### config.mk
export PLATFORM = sky130hd
export DESIGN_NAME = button_combo_maintenance_menu_flat
export DESIGN_NICKNAME = d
export VERILOG_FILES = /design/src/rtl/cmm_pkg.sv /design/src/rtl/cmm_if.sv /design/src/rtl/button_combo_maintenance_menu.sv /design/src/rtl/cmm_cfg.sv /design/src/rtl/cmm_core.sv /design/src/rtl/cmm_out.sv /design/src/flat_wrapper.sv
export SDC_FILE = /design/constraint.sdc
export NUM_CORES = 1
export LEC_CHECK = 0
export ABC_AREA = 1
export BUFFER_PORTS_ARGS = -buffer_cell sky130_fd_sc_hd__clkbuf_2
export CAP_MARGIN = 20
export CORE_MARGIN = 2
export CORE_UTILIZATION = 40
export CTS_CLUSTER_DIAMETER = 150
export CTS_CLUSTER_SIZE = 14
export DETAILED_ROUTE_END_ITERATION = 8
export HOLD_SLACK_MARGIN = 0.02
export PLACE_DENSITY = 0.61
export SLEW_MARGIN = 20
export SYNTH_ARGS = -nofsm -noshare
export SYNTH_HDL_FRONTEND = slang
export SYNTH_SLANG_ARGS = --single-unit
### constraint.sdc
create_clock -name clk -period 5.8 [get_ports clk]
set_input_delay 0.29 -clock clk [delete_from_list [all_inputs] [get_ports clk]]
set_output_delay 0.29 -clock clk [all_outputs]
set_load 0.01 [all_outputs]
### src/rtl/cmm_pkg.sv
// Shared types and codes for the button combo maintenance menu.
`default_nettype none
package cmm_pkg;

    localparam int unsigned BUTTON_COUNT = 4;

    // input modes
    localparam logic [1:0] MODE_TICK   = 2'd0;
    localparam logic [1:0] MODE_COMBO  = 2'd1;
    localparam logic [1:0] MODE_BUTTON = 2'd2;

    // button event kinds
    localparam logic [1:0] EV_DOWN    = 2'd0;
    localparam logic [1:0] EV_UP      = 2'd1;
    localparam logic [1:0] EV_PRESSED = 2'd2;

    // menu phases
    localparam logic [3:0] PH_IDLE      = 4'd0;
    localparam logic [3:0] PH_HELD      = 4'd1;
    localparam logic [3:0] PH_RELEASED  = 4'd2;
    localparam logic [3:0] PH_RESET     = 4'd3;
    localparam logic [3:0] PH_OPEN      = 4'd4;
    localparam logic [3:0] PH_CONF_OFF  = 4'd5;
    localparam logic [3:0] PH_CONF_ON   = 4'd6;
    localparam logic [3:0] PH_CONF_DEEP = 4'd7;
    localparam logic [3:0] PH_CONF_EXIT = 4'd8;
    localparam logic [3:0] PH_CLOSING   = 4'd9;

    // LED modes
    localparam logic [1:0] LED_NONE    = 2'd0;
    localparam logic [1:0] LED_OFF     = 2'd1;
    localparam logic [1:0] LED_FLICKER = 2'd2;
    localparam logic [1:0] LED_MEDIUM  = 2'd3;

    // action codes
    localparam logic [2:0] ACT_NONE      = 3'd0;
    localparam logic [2:0] ACT_REBOOT    = 3'd1;
    localparam logic [2:0] ACT_TIMEOUT   = 3'd2;
    localparam logic [2:0] ACT_SLEEP_OFF = 3'd3;

    // configuration register indexes
    localparam logic [2:0] CFG_COMBO_MASK     = 3'd0;
    localparam logic [2:0] CFG_REBOOT_TIMEOUT = 3'd1;
    localparam logic [2:0] CFG_MENU_TIMEOUT   = 3'd2;
    localparam logic [2:0] CFG_CONFIRM_TIMEOUT = 3'd3;
    localparam logic [2:0] CFG_RELEASE_IGNORE = 3'd4;

    localparam int unsigned CFG_DATA_W = 20;

    typedef struct packed {
        logic [1:0] mode;
        logic [1:0] event_kind;
        logic [2:0] button;
    } item_t;

    typedef struct packed {
        logic [3:0] menu_state;
        logic [1:0] led_mode;
        logic [2:0] action;
    } result_t;

    typedef struct packed {
        logic [7:0]  combo_mask;
        logic [19:0] reboot_timeout_ms;
        logic [19:0] menu_timeout_ms;
        logic [19:0] confirm_timeout_ms;
        logic [15:0] release_ignore_ms;
    } cfg_t;

endpackage
`default_nettype wire

### src/rtl/cmm_if.sv
// Valid/ready channel interfaces for input items and results.
`default_nettype none
interface cmm_item_if;
    logic       valid;
    logic       ready;
    logic [1:0] mode;
    logic [1:0] event_kind;
    logic [2:0] button;

    modport source (output valid, output mode, output event_kind, output button, input ready);
    modport sink (input valid, input mode, input event_kind, input button, output ready);
endinterface

interface cmm_result_if;
    logic       valid;
    logic       ready;
    logic [3:0] menu_state;
    logic [1:0] led_mode;
    logic [2:0] action;

    modport source (output valid, output menu_state, output led_mode, output action, input ready);
    modport sink (input valid, input menu_state, input led_mode, input action, output ready);
endinterface
`default_nettype wire

### src/rtl/button_combo_maintenance_menu.sv
// Top level of the button combo maintenance menu controller.
// Usage:
//   evt carries one item per transfer: a millisecond tick, a combo-pressed
//   event or a single button event (down, up, pressed) with its button index.
//   res carries exactly one result per item: menu phase, LED mode, action.
//   wr_en/wr_index/wr_data write the five timing and mask registers; write
//   only while no item is in flight.
// Output: the result of an item is registered and is on res in the cycle after its transfer.
// Throughput: one item per cycle while res is ready; the state update and
//   all timeout compares and deadline sums are combinational, between the
//   input transfer and the result register.
// Reset: time, deadline, ignore window and held mask clear, the menu goes
//   idle and registers take their default values; res is empty.
// Stall: while res is held off, the result register keeps its item and evt
//   stops taking items until the result moves on; with res ready, evt.ready
//   stays high.
`default_nettype none
module button_combo_maintenance_menu
(
    input  wire logic                            clk,
    input  wire logic                            rst_n,
    input  wire logic                            wr_en,
    input  wire logic [2:0]                      wr_index,
    input  wire logic [cmm_pkg::CFG_DATA_W-1:0]  wr_data,
    cmm_item_if.sink                             evt,
    cmm_result_if.source                         res
);
    import cmm_pkg::*;

    cfg_t    cfg;
    item_t   item;
    result_t result;
    logic    space;
    logic    fire;

    assign item.mode       = evt.mode;
    assign item.event_kind = evt.event_kind;
    assign item.button     = evt.button;
    assign evt.ready       = space;
    assign fire            = evt.valid && space;

    cmm_cfg u_cfg
    (
        .clk      (clk),
        .rst_n    (rst_n),
        .wr_en    (wr_en),
        .wr_index (wr_index),
        .wr_data  (wr_data),
        .cfg      (cfg)
    );

    cmm_core u_core
    (
        .clk    (clk),
        .rst_n  (rst_n),
        .fire   (fire),
        .item   (item),
        .cfg    (cfg),
        .result (result)
    );

    cmm_out u_out
    (
        .clk    (clk),
        .rst_n  (rst_n),
        .load   (fire),
        .result (result),
        .space  (space),
        .res    (res)
    );

endmodule
`default_nettype wire

### src/rtl/cmm_cfg.sv
// Configuration register file with write-only access.
`default_nettype none
module cmm_cfg
(
    input  wire logic                            clk,
    input  wire logic                            rst_n,
    input  wire logic                            wr_en,
    input  wire logic [2:0]                      wr_index,
    input  wire logic [cmm_pkg::CFG_DATA_W-1:0]  wr_data,
    output cmm_pkg::cfg_t                        cfg
);
    import cmm_pkg::*;

    cfg_t cfg_reg;

    always_ff @(posedge clk or negedge rst_n)
    begin
        if (!rst_n)
        begin
            cfg_reg.combo_mask         <= 8'd9;
            cfg_reg.reboot_timeout_ms  <= 20'd5000;
            cfg_reg.menu_timeout_ms    <= 20'd30000;
            cfg_reg.confirm_timeout_ms <= 20'd2000;
            cfg_reg.release_ignore_ms  <= 16'd750;
        end
        else if (wr_en)
        begin
            case (wr_index)
                CFG_COMBO_MASK:      cfg_reg.combo_mask         <= wr_data[7:0];
                CFG_REBOOT_TIMEOUT:  cfg_reg.reboot_timeout_ms  <= wr_data[19:0];
                CFG_MENU_TIMEOUT:    cfg_reg.menu_timeout_ms    <= wr_data[19:0];
                CFG_CONFIRM_TIMEOUT: cfg_reg.confirm_timeout_ms <= wr_data[19:0];
                CFG_RELEASE_IGNORE:  cfg_reg.release_ignore_ms  <= wr_data[15:0];
                default:             cfg_reg <= cfg_reg;
            endcase
        end
    end

    assign cfg = cfg_reg;

endmodule
`default_nettype wire

### src/rtl/cmm_core.sv
// Menu state registers and the per-item next-state logic.
`default_nettype none
module cmm_core
(
    input  wire logic            clk,
    input  wire logic            rst_n,
    input  wire logic            fire,
    input  wire cmm_pkg::item_t  item,
    input  wire cmm_pkg::cfg_t   cfg,
    output cmm_pkg::result_t     result
);
    import cmm_pkg::*;

    logic [31:0] now_reg, now_next;
    logic [31:0] deadline_reg, deadline_next;
    logic [31:0] ignore_reg, ignore_next;
    logic [7:0]  held_reg, held_next;
    logic [3:0]  phase_reg, phase_next;
    logic [1:0]  led;
    logic [2:0]  act;
    logic [31:0] now_inc;
    logic [7:0]  bit_mask;
    logic        accept_evt;

    assign now_inc    = now_reg + 32'd1;
    assign accept_evt = (phase_reg != PH_HELD) && (now_reg > ignore_reg);
    assign bit_mask   = (32'(item.button) < BUTTON_COUNT) ? (8'd1 << item.button) : 8'd0;

    always_comb
    begin
        now_next      = now_reg;
        deadline_next = deadline_reg;
        ignore_next   = ignore_reg;
        held_next     = held_reg;
        phase_next    = phase_reg;
        led           = LED_NONE;
        act           = ACT_NONE;
        case (item.mode)
            MODE_TICK:
            begin
                now_next = now_inc;
                if (phase_reg != PH_IDLE)
                begin
                    if (now_inc >= deadline_reg)
                    begin
                        act           = (phase_reg == PH_HELD) ? ACT_REBOOT : ACT_TIMEOUT;
                        led           = LED_OFF;
                        deadline_next = 32'd0;
                        phase_next    = PH_IDLE;
                    end
                    else
                    begin
                        case (phase_reg) inside
                            PH_RELEASED, PH_RESET:
                            begin
                                led           = LED_MEDIUM;
                                deadline_next = now_inc + 32'(cfg.menu_timeout_ms);
                                phase_next    = PH_OPEN;
                            end
                            [PH_CONF_OFF:PH_CONF_EXIT]:
                            begin
                                led           = LED_FLICKER;
                                act           = 3'(phase_reg - PH_CONF_OFF) + ACT_SLEEP_OFF;
                                deadline_next = now_inc + 32'(cfg.confirm_timeout_ms);
                                phase_next    = PH_CLOSING;
                            end
                            default:
                            begin
                            end
                        endcase
                    end
                end
            end
            MODE_COMBO:
            begin
                ignore_next   = now_reg;
                deadline_next = now_reg + 32'(cfg.reboot_timeout_ms);
                phase_next    = PH_HELD;
                led           = LED_FLICKER;
            end
            MODE_BUTTON:
            begin
                case (item.event_kind)
                    EV_DOWN:
                    begin
                        if (accept_evt && phase_reg == PH_OPEN)
                        begin
                            phase_next = PH_RESET;
                            led        = LED_FLICKER;
                        end
                        held_next = held_reg | bit_mask;
                    end
                    EV_UP:
                    begin
                        held_next = held_reg & ~bit_mask;
                    end
                    EV_PRESSED:
                    begin
                        if (accept_evt && !item.button[2])
                        begin
                            phase_next = PH_CONF_OFF + 4'(item.button[1:0]);
                            led        = LED_FLICKER;
                        end
                    end
                    default:
                    begin
                    end
                endcase
                // combo fully released while held: the next tick opens the menu unless the reboot deadline is reached
                if ((held_next & cfg.combo_mask) == 8'd0 && phase_next == PH_HELD)
                begin
                    phase_next  = PH_RELEASED;
                    led         = LED_FLICKER;
                    ignore_next = now_reg + 32'(cfg.release_ignore_ms);
                end
            end
            default:
            begin
            end
        endcase
    end

    always_ff @(posedge clk or negedge rst_n)
    begin
        if (!rst_n)
        begin
            now_reg      <= '0;
            deadline_reg <= '0;
            ignore_reg   <= '0;
            held_reg     <= '0;
            phase_reg    <= PH_IDLE;
        end
        else if (fire)
        begin
            now_reg      <= now_next;
            deadline_reg <= deadline_next;
            ignore_reg   <= ignore_next;
            held_reg     <= held_next;
            phase_reg    <= phase_next;
        end
    end

    assign result.menu_state = phase_next;
    assign result.led_mode   = led;
    assign result.action     = act;

    a_phase_range: assert property (@(posedge clk) disable iff (!rst_n)
        phase_reg <= PH_CLOSING)
        else $error("menu phase out of range");

    a_tick_advance: assert property (@(posedge clk) disable iff (!rst_n)
        fire && item.mode == MODE_TICK |=> now_reg == $past(now_reg) + 32'd1)
        else $error("tick did not advance time");

    a_action_on_tick: assert property (@(posedge clk) disable iff (!rst_n)
        fire && act != ACT_NONE |-> item.mode == MODE_TICK)
        else $error("action outside a tick");

    a_expiry_idle: assert property (@(posedge clk) disable iff (!rst_n)
        fire && (act == ACT_REBOOT || act == ACT_TIMEOUT)
        |=> phase_reg == PH_IDLE && deadline_reg == 32'd0)
        else $error("expiry did not return to idle");

endmodule
`default_nettype wire

### src/rtl/cmm_out.sv
// Result register between the core and the output channel.
`default_nettype none
module cmm_out
(
    input  wire logic              clk,
    input  wire logic              rst_n,
    input  wire logic              load,
    input  wire cmm_pkg::result_t  result,
    output logic                   space,
    cmm_result_if.source           res
);
    import cmm_pkg::*;

    logic    valid_reg;
    result_t data_reg;

    assign space = !valid_reg || res.ready;

    always_ff @(posedge clk or negedge rst_n)
    begin
        if (!rst_n)
        begin
            valid_reg <= 1'b0;
        end
        else if (load)
        begin
            valid_reg <= 1'b1;
        end
        else if (res.ready)
        begin
            valid_reg <= 1'b0;
        end
    end

    // payload holds while the receiver stalls
    always_ff @(posedge clk)
    begin
        if (load)
        begin
            data_reg <= result;
        end
    end

    assign res.valid      = valid_reg;
    assign res.menu_state = data_reg.menu_state;
    assign res.led_mode   = data_reg.led_mode;
    assign res.action     = data_reg.action;

endmodule
`default_nettype wire

### src/flat_wrapper.sv
// flat-port wrapper written by rule: the top's interface ports become plain ports
module button_combo_maintenance_menu_flat import cmm_pkg::*;
  (clk, rst_n, wr_en, wr_index, wr_data, evt_valid, evt_mode, evt_event_kind, evt_button, evt_ready, res_valid, res_menu_state, res_led_mode, res_action, res_ready);
  cmm_item_if evt_i ();
  cmm_result_if res_i ();
  input  wire logic clk;
  input  wire logic rst_n;
  input  wire logic wr_en;
  input  wire logic [2:0] wr_index;
  input  wire logic [cmm_pkg::CFG_DATA_W-1:0] wr_data;
  input wire logic [$bits(evt_i.valid)-1:0] evt_valid;
  input wire logic [$bits(evt_i.mode)-1:0] evt_mode;
  input wire logic [$bits(evt_i.event_kind)-1:0] evt_event_kind;
  input wire logic [$bits(evt_i.button)-1:0] evt_button;
  output wire logic [$bits(evt_i.ready)-1:0] evt_ready;
  output wire logic [$bits(res_i.valid)-1:0] res_valid;
  output wire logic [$bits(res_i.menu_state)-1:0] res_menu_state;
  output wire logic [$bits(res_i.led_mode)-1:0] res_led_mode;
  output wire logic [$bits(res_i.action)-1:0] res_action;
  input wire logic [$bits(res_i.ready)-1:0] res_ready;
  assign evt_i.valid = evt_valid;
  assign evt_i.mode = evt_mode;
  assign evt_i.event_kind = evt_event_kind;
  assign evt_i.button = evt_button;
  assign evt_ready = evt_i.ready;
  assign res_valid = res_i.valid;
  assign res_menu_state = res_i.menu_state;
  assign res_led_mode = res_i.led_mode;
  assign res_action = res_i.action;
  assign res_i.ready = res_ready;
  button_combo_maintenance_menu u_core (.clk(clk), .rst_n(rst_n), .wr_en(wr_en), .wr_index(wr_index), .wr_data(wr_data), .evt(evt_i), .res(res_i));
endmodule
==> run metrics <==
status completed; #FFs+latches synth between 200 and 250; area of the multi-input gates 8417 um2; fin. max-slew vios 0; 1st-iter DRT viols about 1100; IO buf count between 40 and 50; Residual DRC 0; Comb pwr share around half; Core Area approximately 36000 um2; CTS tree yes; fraction of registers with async set/reset a little over nine tenths; mapped cell area 14730 um2; Die X ~200 um; Rows 70; commonest non-fill, non-tap cells in the layout nand2_1, o21ai_0, inv_1; largest net degree at the start of global routing around 160; fmax between 0.15 and 0.2 GHz; syn nets about 2200; worst skew pair latency just over 0.5 ns; Pwr Density slightly above 400 nW/um2; die area 38370 um2; post-route ant nets 0; post-CTS setup buffers 0; Initial DRT Pass Iterations 6; Post-synth EDFFs 9; clock slew at reported path FFs about 0.08 ns; area delta synth->final 8.402%; worst clock skew 0.02660 ns; TNS Setup 0 ns; VDD IR max around 0.26 mV; Net Sw Power a little under 3000 uW; CP Capture Type register; Vias approximately 14000; All-Layer GR Usage a little under a quarter; Critical Path Start Type register; worst rel slew slack about 28%; type of the tightest min-delay check input pin to register; sw frac between 40% and 50%; FILL cells roughly 3800; Clock Power Share about 18%; Netlist cell types between 50 and 60; max_cap viols 0; DRT Wirelength 45050 um; Final Hold Vio Count 0; crit path time final roughly 5.0 ns; clock tree root driver cell clkbuf_16; Reg area 5134 um2; CP Max Fanout 49; RSZ-0062 raised after global routing false; register area share after synthesis 34.85%; Synth Flop Type dfrtp_1; starting density of the core 40.43%; vias in the first global route approximately 13000; final setup fails 0; critical path class register to register; global route total overflow 0; Final period util approximately 86%; Final nets around 2200; mean post-synth cell area 7.213 um2; initial antenna violation count 0; Lkg Pwr a little under 0.008 uW; wire length of the first global-routing pass 72480 um; vias per cell 5.337; Data arrival, critical path 5.42 ns; diodes inserted 0; post-place setup slack 0.8963 ns; setup ws final 0.7999 ns; Synth Warn # 0; CP Data Required Time a little over 6 ns; most common cell after layout, fill and taps aside nand2_1; share of cells above drive strength 1 a little under 9%; max FFs per register 84; GPL Wtd Cong between 0.9 and 1; DR WL/cell 17.71 um; Int Pwr around 3500 uW; Num CTS Buffers 18; Reg power frac about a third; worst slew pin tran ~1.1 ns; clk buf depth 3; Die H slightly below 200 um; H-tree Lvls 1; IO Pins 46; Mapped Cells between 2000 and 2500; Hold WS between 0.05 and 0.06 ns; total clock sinks between 200 and 250; dpl hpwl 34920 um
power groups by stage:
| stage | Clock (uW) | Combinational, uW | Sequential, uW |
|---|---|---|---|
| final | 1180 | 3150 | 2180 |
| after floorplan | 0 | 2300 | 2040 |
| after global routing | 1260 | 3610 | 2230 |
| after CTS | 1220 | 3120 | 2170 |
| after global placement | 0 | 3080 | 2180 |
| after detailed placement | 0 | 3100 | 2190 |
critical path, stage by stage, from the launching register on:
cell	delay [ns]
dfrtp_1	0.56
nand3_1	0.25
nor3b_1	0.50
nand2_1	0.19
nor2_1	0.21
nand4_1	0.18
xor2_1	0.34
inv_1	0.11
ha_1	0.34
nand4_1	0.11
inv_1	0.08
nand2_1	0.09
nor2_1	0.22
nand3_1	0.10
nand3_1	0.36
inv_2	0.14
nand3_1	0.09
nand2_1	0.05
buf_4	0.21
inv_1	0.08
buf_4	0.41
nor2_1	0.09
a31oi_1	0.17
cells by family after synthesis:
kind of cell | after synthesis | share of synthesized area, %
and+or+nand+nor | 883 | 25.48
AOI/OAI and AO/OA | 454 | 16.46
buffers and inverters | 306 | 8.070
DFF | 202 | 34.85
adders and majority gates | 128 | 11.03
xor gates and xnor gates | 68 | 4.043
muxes | 1 | 0.06796
layer usage:
| metal | vias up | routed length, um | global-route usage (%) |
|---|---|---|---|
| met2 | 388 | 19590 | 37.18 |
| met1 | 6393 | 21710 | 35.39 |
| met3 | 50 | 2820 | 3.060 |
| met4 | 0 | 934 | 5.303 |
| li1 | 6747 | - | - |
| met5 | - | 0 | 0 |
stage by stage:
| stage | utilization [%] | instances | total power, uW | area [um2] |
|---|---|---|---|---|
| finish | 43.82 | 2544 | 6511 | 15970 |
| global route | 43.82 | 2544 | 7101 | 15970 |
| CTS | 43.82 | 2544 | 6508 | 15970 |
| detailed placement | 42.34 | 2511 | 5291 | 15430 |
| global placement | 42.32 | 2511 | 5260 | 15420 |
| floorplan | - | 2042 | 4341 | 14730 |
path summary, 6_finish.rpt:
check	start	end	slack, ns	cells past startpoint
max	u_core.u_core.now_reg[2]$_DFFE_PN0P_	u_core.u_core.deadline_reg[26]$_DFFE_PN0P_	0.80	22
min	wr_data[12]	u_core.u_cfg.cfg[68]$_DFFE_PN1P_	0.06	3
max reg2reg	u_core.u_core.now_reg[2]$_DFFE_PN0P_	u_core.u_core.deadline_reg[26]$_DFFE_PN0P_	0.80	22
min reg2reg	u_core.u_core.held_reg[6]$_DFFE_PN0P_	u_core.u_core.held_reg[6]$_DFFE_PN0P_	0.38	0
max in group asynchronous	rst_n	u_core.u_core.ignore_reg[13]$_DFFE_PN0P_	4.25	3
min in group asynchronous	rst_n	u_core.u_cfg.cfg[67]$_DFFE_PN0P_	0.26	2
timing repair:
action,4_1_cts,5_1_grt
resized for setup,0,0
hold endpoints to repair,37,0
hold buffers,1,0
synth_stat cells, types with 17 or more instances:
master,instances,area [um2]
nand2_1,562,2110
o21ai_0,263,1316
inv_1,228,855.8
dfrtp_1,166,4154
nor2_1,133,499.2
a21oi_1,125,625.6
ha_1,125,1564
nand3_1,86,430.4
xor2_1,51,446.7
clkbuf_1,42,157.7
nand4_1,28,175.2
dfstp_2,27,709.4
nor3_1,23,115.1
xnor2_1,17,148.9
layout make-up:
| class | instances | share of cell area, % |
|---|---|---|
| Clock buffer | 31 | 3.260 |
| Clock inverter | 1 | 0.05485 |
| Inverter | 247 | 5.838 |
| Multi-Input combinational cell | 1534 | 52.72 |
| Sequential cell | 202 | 32.15 |
| Tap cell | 468 | 3.667 |
| Timing Repair Buffer | 61 | 2.312 |
No activity file was read; power rests on OpenSTA's default activity.
